--- src/rtl/core/fofg_ram.sv ---
// generic single-write, single-read ram with registered read data
// no dependencies
module fofg_ram #(
  parameter int WIDTH = 8,
  parameter int DEPTH = 16,
  parameter int AW    = (DEPTH > 1) ? $clog2(DEPTH) : 1
) (
  input  logic             clk_i,
  input  logic             we_i,
  input  logic [AW-1:0]    waddr_i,
  input  logic [WIDTH-1:0] wdata_i,
  input  logic             re_i,
  input  logic [AW-1:0]    raddr_i,
  output logic [WIDTH-1:0] rdata_o
);

  logic [WIDTH-1:0] mem_q [DEPTH];
  logic [WIDTH-1:0] rdata_q;

  always_ff @(posedge clk_i) begin
    if (we_i) begin
      mem_q[waddr_i] <= wdata_i;
    end
    if (re_i) begin
      rdata_q <= mem_q[raddr_i];
    end
  end

  assign rdata_o = rdata_q;

endmodule

--- config.mk ---
export PLATFORM = sky130hd
export DESIGN_NAME = fofg_ram
export DESIGN_NICKNAME = d
export VERILOG_FILES = /design/src/rtl/core/fofg_ram.sv
export SDC_FILE = /design/constraint.sdc
export NUM_CORES = 1
export LEC_CHECK = 0
export BUFFER_PORTS_ARGS = -buffer_cell sky130_fd_sc_hd__buf_4
export CAP_MARGIN = 10
export CORE_UTILIZATION = 46
export CTS_BUF_LIST = sky130_fd_sc_hd__clkbuf_8
export DETAILED_ROUTE_END_ITERATION = 8
export GPL_ROUTABILITY_DRIVEN = 0
export PLACE_DENSITY = 0.76
export SLEW_MARGIN = 25
export SYNTH_ARGS = -nofsm -noshare
export SYNTH_HDL_FRONTEND = slang
export SYNTH_SLANG_ARGS = --single-unit
--- constraint.sdc ---
create_clock -name clk_i -period 1.7 [get_ports clk_i]
set_input_delay 0.34 -clock clk_i [delete_from_list [all_inputs] [get_ports clk_i]]
set_output_delay 0.34 -clock clk_i [all_outputs]
set_load 0.01 [all_outputs]
-- After elaboration in Yosys (flattened, before gate mapping)
Memories as Yosys holds them, arrays and structs flattened. A register that Yosys moved wholly into a read port is not among the register bits.
Index checks and enable logic that the tools add are counted.
- memories: 1
- RAM bits: 128
- logic and storage cells: 3
- output and inout bits: 8
- input bits: 19
- flip-flop bits (word level): 0
- multiplexer cells: 2
- memories (name ; words ; bits a word ; rd ports ; clocked after memory_dff ; write ports ; RTL line ; text):
    mem_q ; 16 ; 8 ; 1 ; 1 ; 1 ; 17 ; logic [WIDTH-1:0] mem_q [DEPTH];
- operator list (operator ; number):
    two-way mux 1 bit ; 2

-- Longest topological paths before layout
- word-level depth: 2
- gate-level depth with buffers: 5
- depth with buffers taken out: 3

-- Least setup slack after synthesis
OpenSTA, ideal clock, no wires.
- path kind: input to register
- start point: input waddr_i[2]
- end point: memory mem_q[0][0] (enable)
- buffers on the path: 0
- setup slack: -133 ps
- data arrival time: 1450 ps
- required time: 1317 ps
- stages on the path: 2
- path through: or3b_2 nor3_1
- RTL lines (what ; RTL line ; text):
    start, declared ; 10 ; input logic [AW-1:0] waddr_i,
    end, declared ; 17 ;
Straight into the memory's write port.

==> impl_metrics.csv <==
group,metric,value,unit
status,outcome,"complete, no violations",
cts,cts_resized,0,
sta,rsz0062_at_grt,"no",
worst_setup_path,start_kind,"register",
routing,wl,9.45,mm
cts,cts_root_buf,"clkbuf_8",
cts,clk_path_buf_depth,2,
die,coreArea,10900,um^2
logic_synthesis,yosys_warnings,0,
cts,post_cts_buffers,0,
layout,finalNetCount,304,
layout,diodes,0,
sta,finalSetupViolCount,0,
global_route,use_met3,5.36,%
die,die_x,109,um
global_route,grt_pass1_wl,14.6,mm
layout,fill_cells,821,
cts,cts_made_buffers,17,
layout,drive_above_1_share,32.6,%
routing,via_per_inst,5.55,
global_route,overflow,0,
worst_setup_path,critPathKind,"register to register",
run,max_cap_viol_count,0,
pwr,powerDensity,1140,nW/um^2
logic_synthesis,ys_types,18,
logic_synthesis,netlist_instances,229,
routing,drc_errors,0,
pwr,ir_drop,0.676,mV
placed_design,place_inst,406,
pwr,cellLeakagePower,2.07,nW
layout,layout_common_cells,"edfxtp_1 (136), buf_4 (43), mux4_2 (18)",
layout,utilization,56.3,%
worst_setup_path,crit_required,1.88,ns
routing,ant_nets,0,
worst_setup_path,cp_slowest_cell,"mux4_1",
cts,cts_tree,"done",
cts,clock_sinks,136,
sta,fin_ws,0.231,ns
cts,hold_buffers,0,
die,initial_core_util,47.8,%
sta,max_freq,0.681,GHz
sta,slew_viol_final,0,
logic_synthesis,synth_area_per_cell,22.8,um^2
sta,fin_tns_setup,0,ns
placed_design,dp_slack,-0.164,ns
layout,fin_area,6160,um^2
global_route,grtUsageMet2,30.0,%
global_route,grt_max_degree,24,
sta,slew_headroom,50.0,%
cts,clk_pin_slew,0.08,ns
die,die-area,11800,um^2
global_route,grt-busiest-layer,"met2",
logic_synthesis,synth_area,5230,um^2
global_route,antenna_found_initial,0,
logic_synthesis,syn_nets,248,
worst_setup_path,r2r_cells,3,
routing,drt_first_pass_iters,4,
worst_setup_path,cp.arrival,1.65,ns
logic_synthesis,seq_area_frac_synth,78.1,%
global_route,first_global_vias,2564,
global_route,grtUsageTotal,18.4,%
sta,min_period,1.47,ns
placed_design,place_area,5720,um^2
placed_design,hpwl,6.24,mm
die,io_pins,27,
layout,fin_cells,438,
die,num_rows,38,
sta,skew,0.00962,ns
routing,dr.first_iter.drc_count,172,
worst_setup_path,crit_chain,"mux4_1 -> a22oi_1 -> nand2_1",
global_route,grt_use_met1,23.1,%
logic_synthesis,ys_seq_elements,136,
layout,multi_input_area,1060,um^2
worst_setup_path,cp-end-kind,"register",
layout,regArea,4080,um^2
worst_setup_path,critPathMaxStageDelay,0.49,ns
cts,cts_max_level,4,
placed_design,io_buffer_count,26,
layout,area_growth_syn_to_layout,17.8,%
worst_setup_path,critPathMaxFanout,1,
die,die_h,109,um
sta,fin_crit_sh,86.4,%
worst_hold_path,holdPathStages,1,
sta,hold_viol,0,
worst_hold_path,hp-class,"input port to register",
cts,clk_latency,0.43,ns
routing,wl_per_cell,21.6,um
routing,vias,2429,
layout,layout_commonest_cell,"edfxtp_1",
sta,tightest_slew,0.748,ns
registers in the layout (all words and copies together), names as in the netlist:
name     cells
mem_q      128
rdata_o      8
cells by family (layout without fill, tap and decap cells):
| logic type | count (synthesis) | after routing | share of synthesized area [%] |
|---|---|---|---|
| DFF | 136 | 136 | 78.1 |
| and+or+nand+nor | 35 | 35 | 3.14 |
| muxes | 32 | 32 | 14.8 |
| AOI/OAI and AO/OA | 16 | 16 | 2.30 |
| buffers and inverters | 10 | 79 | 1.65 |
final timing paths:
path / start / to / slack [ns]
setup / recovery: mem_q[8][2]$_DFFE_PP_ / rdata_o[2]$_DFFE_PP_ / 0.23
hold / removal: wdata_i[1] / mem_q[8][1]$_DFFE_PP_ / 0.21
setup reg to reg: mem_q[8][2]$_DFFE_PP_ / rdata_o[2]$_DFFE_PP_ / 0.23
hold reg to reg: mem_q[15][6]$_DFFE_PP_ / rdata_o[6]$_DFFE_PP_ / 0.75
worst max-delay path, delay by kind of cell (launching register included):
kind	cells	cell delay (ns)
muxes	1	0.49
and+or+nand+nor	1	0.07
AOI/OAI and AO/OA	1	0.28
DFF	1	0.38
synth_stat cells (all sizes together):
cell,n,area share (%)
nand3b,2,0.29
buf,7,1.1
a22oi,16,2.3
nor2,13,0.93
and2b,1,0.14
clkdlybuf4s25,3,0.57
nand2,9,0.65
nand2b,2,0.24
nand3,1,0.096
or3b,1,0.17
mux4,32,15
and2,1,0.12
edfxtp,136,78
nor3,4,0.38
nor2b,1,0.12
power by group:
group / switching [W] / leakage (nW) / internal, W
combinational: 0.000198 / 0.625 / 0.000178
clock: 0.00123 / 0.208 / 0.00160
sequential: 0.0000197 / 1.24 / 0.00377
metrics by stage:
step                      power [W]  hold WS (ns)
after floorplan             0.00406         0.439
final                       0.00700         0.209
after detailed placement    0.00425         0.657
after global placement      0.00424         0.642
after global routing        0.00722         0.189
after CTS                   0.00705         0.202
cell type report:
class                   count  share of cell area, %
clock buffers              17                   3.80
multi-input cells          83                   17.2
flip-flops and latches    136                   66.3
well taps                 140                   2.84
repair buffers             47                   6.54
clock inverters            15                   3.27
routing by layer:
metal / share of wire (%) / vias to the layer above
met2: 51 / 88
met3: 5.4 / 9
met5: 0 / -
met4: 1.2 / 0
li1: - / 1091
met1: 42 / 1241
Power figures use the tool's default switching activity.
