[config.mk]
export PLATFORM = sky130hd
export DESIGN_NAME = fofg_dist_chain
export DESIGN_NICKNAME = d
export VERILOG_FILES = /design/src/rtl/core/fofg_pkg.sv /design/src/rtl/core/fofg_dist_cell.sv /design/src/rtl/core/fofg_dist_chain.sv
export SDC_FILE = /design/constraint.sdc
export NUM_CORES = 2
export LEC_CHECK = 0
export BUFFER_PORTS_ARGS = -buffer_cell sky130_fd_sc_hd__buf_2
export CORE_AREA = 2 2 447 538
export CTS_CLUSTER_SIZE = 28
export DETAILED_ROUTE_END_ITERATION = 16
export DIE_AREA = 0 0 449 540
export HOLD_SLACK_MARGIN = 0.12
export SLEW_MARGIN = 20
export SYNTH_ARGS = -nofsm -noshare
export SYNTH_HDL_FRONTEND = slang
export SYNTH_HIERARCHICAL = 1
export SYNTH_SLANG_ARGS = --single-unit
export TNS_END_PERCENT = 1
[constraint.sdc]
create_clock -name clk_i -period 9.37 [get_ports clk_i]
set_input_delay 0.937 -clock clk_i [delete_from_list [all_inputs] [get_ports clk_i]]
set_output_delay 0.937 -clock clk_i [all_outputs]
set_load 0.03 [all_outputs]
[src/rtl/core/fofg_pkg.sv]
// shared constants, codes and types of the friends-of-friends grouper
// no dependencies; fofg_ifs, fofg_dist_cell, fofg_dist_chain and the top level refer to it by scoped name
package fofg_pkg;

  localparam int DEF_MAX_PARTICLES = 4096;
  localparam int DEF_COORD_BITS    = 24;

  localparam int LINK_W    = 50;
  localparam int EDGE_W    = 23;
  localparam int FIRST_W   = 12;
  localparam int SECOND_W  = 13;
  localparam int KIND_W    = 2;
  localparam int CFG_IDX_W = 2;
  localparam int AXES      = 3;

  localparam logic OP_LOAD  = 1'b0;
  localparam logic OP_FETCH = 1'b1;

  localparam logic [CFG_IDX_W-1:0] CFG_LINK = 2'd0;
  localparam logic [CFG_IDX_W-1:0] CFG_EDGE = 2'd1;

  typedef enum logic [KIND_W-1:0] {
    KIND_GROUP = 2'd0,
    KIND_SLOT  = 2'd1,
    KIND_NONE  = 2'd2
  } rec_kind_e;

endpackage

[src/rtl/core/fofg_dist_cell.sv]
// one cell of the distance chain: adds the square of its axis difference to the running sum
// and hands the sum and the remaining differences to the next cell; uses fofg_pkg
module fofg_dist_cell #(
  parameter int CB    = fofg_pkg::DEF_COORD_BITS,
  parameter int SUM_W = 2 * CB + 2
) (
  input  logic                                 clk_i,
  input  logic                                 rst_ni,
  input  logic                                 valid_i,
  input  logic [SUM_W-1:0]                     sum_i,
  input  logic [fofg_pkg::AXES-1:0][CB-1:0]    diff_i,
  output logic                                 valid_o,
  output logic [SUM_W-1:0]                     sum_o,
  output logic [fofg_pkg::AXES-1:0][CB-1:0]    diff_o
);

  localparam int SQ_W = 2 * CB;

  logic [SQ_W-1:0]                      sq;
  logic                                 valid_q;
  logic [SUM_W-1:0]                     sum_q;
  logic [fofg_pkg::AXES-1:0][CB-1:0]    diff_q;

  assign sq = SQ_W'(diff_i[0]) * SQ_W'(diff_i[0]);

  always_ff @(posedge clk_i or negedge rst_ni) begin
    if (!rst_ni) begin
      valid_q <= 1'b0;
    end else begin
      valid_q <= valid_i;
    end
  end

  always_ff @(posedge clk_i) begin
    sum_q  <= sum_i + SUM_W'(sq);
    diff_q <= {CB'(0), diff_i[fofg_pkg::AXES-1:1]};
  end

  assign valid_o = valid_q;
  assign sum_o   = sum_q;
  assign diff_o  = diff_q;

endmodule

[src/rtl/core/fofg_dist_chain.sv]
// squared-distance chain: absolute differences, one cell per axis, then the link compare
// depends on fofg_pkg and fofg_dist_cell
module fofg_dist_chain #(
  parameter int CB = fofg_pkg::DEF_COORD_BITS
) (
  input  logic                                 clk_i,
  input  logic                                 rst_ni,
  input  logic                                 start_i,
  input  logic [fofg_pkg::AXES-1:0][CB-1:0]    a_i,
  input  logic [fofg_pkg::AXES-1:0][CB-1:0]    b_i,
  input  logic [fofg_pkg::LINK_W-1:0]          link_len_i,
  output logic                                 done_o,
  output logic                                 link_o
);

  localparam int SUM_W = 2 * CB + 2;
  localparam int CMP_W = (SUM_W > fofg_pkg::LINK_W) ? SUM_W : fofg_pkg::LINK_W;
  localparam int NA    = fofg_pkg::AXES;

  logic [NA-1:0][CB-1:0]   diff_d;
  logic [NA-1:0][CB-1:0]   diff_q;
  logic                    v0_q;
  logic [NA:0]             v_c;
  logic [NA:0][SUM_W-1:0]  s_c;
  logic [NA:0][NA-1:0][CB-1:0] d_c;

  always_comb begin
    logic signed [CB:0] ax;
    logic signed [CB:0] bx;
    for (int k = 0; k < NA; k++) begin
      ax = {a_i[k][CB-1], a_i[k]};
      bx = {b_i[k][CB-1], b_i[k]};
      diff_d[k] = (ax >= bx) ? CB'(ax - bx) : CB'(bx - ax);
    end
  end

  always_ff @(posedge clk_i or negedge rst_ni) begin
    if (!rst_ni) begin
      v0_q <= 1'b0;
    end else begin
      v0_q <= start_i;
    end
  end

  always_ff @(posedge clk_i) begin
    diff_q <= diff_d;
  end

  assign v_c[0] = v0_q;
  assign s_c[0] = '0;
  assign d_c[0] = diff_q;

  for (genvar k = 0; k < NA; k++) begin : g_cell
    fofg_dist_cell #(
      .CB    (CB),
      .SUM_W (SUM_W)
    ) u_cell (
      .clk_i   (clk_i),
      .rst_ni  (rst_ni),
      .valid_i (v_c[k]),
      .sum_i   (s_c[k]),
      .diff_i  (d_c[k]),
      .valid_o (v_c[k+1]),
      .sum_o   (s_c[k+1]),
      .diff_o  (d_c[k+1])
    );
  end

  assign done_o = v_c[NA];
  assign link_o = CMP_W'(s_c[NA]) < CMP_W'(link_len_i);

endmodule

# Word level (Yosys, flattened, before mapping)
# Index checks and enable logic that the tools add are counted.
# classes
add_sub_neg,8
n_bitwise,0
shift,0
magnitude_cmp,4
muxes,3
eq_ne,0
div,0
n_reduce_logical,0
n_mul,3
# op_table
operator,n
24-bit by 24-bit multiplier with 48-bit output,3
24-bit subtractor,6
24-bit >= comparator,3
24-bit two-way mux,3
50-bit by 48-bit adder with 50-bit output,1
50-bit < comparator,1
48-bit by 48-bit adder with 49-bit output,1
# totals
elab_cells,31
ram_bits,0
out_inout_bits,2
register_bits,296
romBits,0
latchBits,0
mem_count,0

# Depth between registers and ports, before layout
# logic_depth
word_depth,2
mapped_depth,28

# By module
# The synthesis kept the hierarchy.
# by_module_without_submodules
module,cells_each,area_per_inst_um2,instances
fofg_dist_cell at g_cell[0].u_cell,2149,20317.0,1
fofg_dist_cell at g_cell[1].u_cell,2170,20258.2,1
fofg_dist_cell at g_cell[2].u_cell,2144,20118.0,1
fofg_dist_chain,1366,10166.0,1

# Worst setup path after synthesis
# OpenSTA, ideal clock, no wires.
# synth_timing
path_type,reg-to-reg
startpoint,"reg diff_q, in the netlist d_c[11]"
endpoint,reg g_cell[0].u_cell.sum_q[47]
synth_period_minus_slack_ps,6785
path_buffers,3
stages_incl_launch_ff,24
arrival_ps,6666
required_time_ps,9251
slack_ps,2585
cell_sequence,dfxtp_1 > clkbuf_1 > clkbuf_1 > nand2_1 > fa_1 > inv_1 > fa_1 > fa_1 > fa_1 > fa_1 > fa_1 > inv_1 > fa_1 > inv_1 > ha_1 > clkbuf_1 > nand3_1 > nor2_1 > nand2_1 > o311ai_1 > a31oi_4 > o21ai_2 > a41oi_2 > xnor2_1
# synth_via
elab_chain_cells,1
# synth_rtl
item,line_no,source
from (decl),fofg_dist_chain.sv:21,logic [NA-1:0][CB-1:0] diff_q;
from (signal assigned),fofg_dist_chain.sv:46,diff_q <= diff_d;
24-bit by 24-bit multiplier with 48-bit output,fofg_dist_cell.sv:24,assign sq = SQ_W'(diff_i[0]) * SQ_W'(diff_i[0]);
to (signal assigned),fofg_dist_cell.sv:35,sum_q <= sum_i + SUM_W'(sq);
to (decl),fofg_dist_cell.sv:21,logic [SUM_W-1:0] sum_q;
# No other way between the ends.

# Worst setup path after layout
# layout_timing
startpoint,"reg g_cell[1].u_cell.diff_q, in the netlist g_cell[1].u_cell/diff_o[5]"
endpoint,reg g_cell[2].u_cell.sum_q[48]
# layout_via
elab_chain_cells,2
# layout_rtl
item,line_no,source
from (decl),fofg_dist_cell.sv:22,logic [fofg_pkg::AXES-1:0][CB-1:0] diff_q;
from (signal assigned),fofg_dist_cell.sv:36,"diff_q <= {CB'(0), diff_i[fofg_pkg::AXES-1:1]};"
24-bit by 24-bit multiplier with 48-bit output,fofg_dist_cell.sv:24,
50-bit by 48-bit adder with 50-bit output,fofg_dist_cell.sv:35,
to (signal assigned),fofg_dist_cell.sv:35,
to (decl),fofg_dist_cell.sv:21,
# No other way between the ends.

==> out/qor.csv <==
stage;metric;value;unit
outcome;status;completed;
floorplanning;initial_utilization;29.1;%
worst_setup_path;rr_worst_depth;23;
hold_path;hold_class;reg -> reg;
worst_setup_path;path_class;reg -> reg;
finish;num-fill-cells;24900;
flow_run;cap_violations;0;
synth;synth_cells;7682;
routing;routed-via-count;49100;
worst_setup_path;slowest_stage;dfxtp_1;
worst_setup_path;crit_end;g_cell[2].u_cell/sum_o[48]$_DFF_P_;
worst_setup_path;cp_data_required_time;9.92;ns
worst_setup_path;path_buf_inv;6;
cts;clkSinkCount;298;
synth;synth_warnings;6;
cts;clockBufferDepth;3;
synth;syn_avg_cell_area;8.96;um^2
global_route;grt_overflow_total;0;
finish;layout_commonest_cell;inv_1;
cts;root_buffer;clkbuf_16;
cts;clk_latency;0.65;ns
sta;slew_headroom;20.7;%
finish;layout_common_cells;2,294 x inv_1, 1,418 x fa_1, 727 x ha_1, 665 x nand2_1, 341 x and2_1;
sta;fmax;128;MHz
worst_setup_path;worst_setup_path_end_kind;flip-flop;
synth;synth_area;0.0689;mm^2
worst_setup_path;r2r_slack;1.55;ns
routing;drc;0;
routing;drtIter0Drc;2229;
placement;gp_congestion;0.885;
placement;hpwl;148000;um
worst_setup_path;r2r_start;g_cell[1].u_cell/diff_o[5]$_DFF_P_;
finish;drive_above_1_share;5.32;%
sta;finalCritPeriodShare;83.4;%
global_route;grt_pass1_wl;287000;um
sta;finalWorstPathRequiredPeriod;7.82;ns
sta;fin_skew;0.0663;ns
worst_setup_path;r2r_end;g_cell[2].u_cell/sum_o[48]$_DFF_P_;
finish;area.growth.synth_to_final;8.87;%
floorplanning;die-area;0.242;mm^2
worst_setup_path;worstPathCellList;buf_4 > nand2_1 > fa_1 > inv_1 > fa_1 > inv_1 > fa_1 > inv_1 > fa_1 > fa_1 > fa_1 > inv_1 > fa_1 > inv_1 > ha_1 > nand2_1 > o21ai_0 > a311oi_2 > a211oi_1 > o31ai_1 > nand3_1 > a221oi_2 > xnor2_1;
routing;vias_per_cell;4.47;
placement;dpl-instance-area;0.0734;mm^2
routing;first_pass_iters;5;
worst_setup_path;critPathTopFamily;adder cells;
cts;clkTransAtPathRegs;0.08;ns
worst_setup_path;cp_slowest_stage_delay;0.89;ns
global_route;grt_pass1_vias;55000;
global_route;grt_max_degree;43;
floorplanning;std_cell_rows;196;
worst_setup_path;cpMostUsedCell;fa_1;
routing;wirelength;175000;um
worst_setup_path;crit_start;g_cell[1].u_cell/diff_o[5]$_DFF_P_;
sta;drv_slew;0;
floorplanning;ios;199;
sta;rsz0062_at_grt;false;
placement;portBuffers;198;
floorplanning;core;0.237;mm^2
global_route;grtUsageTotal;14.6;%
sta;setup_tns;0;ns
cts;post-cts-setup-buffer-count;0;
cts;cts_tree;yes;
sta;finalHoldViolations;0;
floorplanning;die_y;540;um
floorplanning;fp.dieW;449;um
global_route;antenna_found_initial;4;
sta;setup_viol;0;
worst_setup_path;cp_data_arrival_time;8.37;ns
routing;wl_per_cell;15.9;um
finish;fin_area;0.0750;mm^2
routing;drt.antenna.violating_nets;0;
cts;h-tree-depth;2;
cts;cts_buffers;43;
finish;diodes;0;
worst_setup_path;crit_fanout;16;
finish;fin_nets;10100;
sta;tightest_slew;1.19;ns
worst_setup_path;cp_num_cells;23;
worst_setup_path;start_kind;flip-flop;
-- timing repair --
| item | in CTS | in global routing |
|---|---|---|
| endpoints found under the hold margin | 4 | 0 |
| resized for setup | 0 | 0 |
| hold buffers | 1 | 0 |
-- layer usage --
| layer | up-vias | routed length (um) | part of all wire [%] | global-route usage (%) |
|---|---|---|---|---|
| li1 | 23000 | - | - | - |
| met1 | 24600 | 72000 | 41 | 17.6 |
| met2 | 1137 | 89500 | 51 | 26.9 |
| met3 | 304 | 7030 | 4.0 | 1.45 |
| met4 | 0 | 6490 | 3.7 | 4.99 |
| met5 | - | 0 | 0 | 0 |
-- cell type report --
| type | instances | area (um^2) | share of cell area, % |
|---|---|---|---|
| Sequential cell | 298 | 5990 | 8.00 |
| Timing Repair Buffer | 266 | 1500 | 2.01 |
| Multi-Input combinational cell | 4885 | 53400 | 71.2 |
| Inverter | 2294 | 8610 | 11.5 |
| Clock buffer | 49 | 1120 | 1.49 |
| Clock inverter | 30 | 408 | 0.544 |
| Tap cell | 3168 | 3960 | 5.29 |
-- stage by stage --
step                setup WS (ns)  std cells  hold WS, ns  utilization [%]
floorplan                    2.58       7731        0.310                -
global placement             1.31      10900        0.310             31.0
detailed placement           1.37      10900        0.312             31.0
CTS                          1.39      11000        0.287             31.6
global route                 1.14      11000        0.292             31.6
finish                       1.55      11000        0.292             31.6
-- worst min path at each step --
stage                                                   start  cells past startpoint                             endpoint  slack, ns
after global placement    g_cell[0].u_cell/diff_o[44]$_DFF_P_                      0  g_cell[1].u_cell/diff_o[20]$_DFF_P_       0.31
final                                         d_c[29]$_DFF_P_                      0   g_cell[0].u_cell/diff_o[5]$_DFF_P_       0.29
after detailed placement                      d_c[37]$_DFF_P_                      0  g_cell[0].u_cell/diff_o[13]$_DFF_P_       0.31
after global routing                          d_c[29]$_DFF_P_                      0   g_cell[0].u_cell/diff_o[5]$_DFF_P_       0.29
after floorplan                               d_c[24]$_DFF_P_                      0   g_cell[0].u_cell/diff_o[0]$_DFF_P_       0.31
after CTS                                     d_c[29]$_DFF_P_                      0   g_cell[0].u_cell/diff_o[5]$_DFF_P_       0.29
-- state kept, by name (all words and copies together), names as in the netlist --
name                   cells
g_cell.u_cell/sum_o      150
g_cell.u_cell/valid_o      3
d_c                       72
g_cell.u_cell/diff_o      72
v0_q                       1
Power is left out: the tool's default activity adds up to more than one toggle a clock period on the data nets, which glitch-free logic cannot reach.
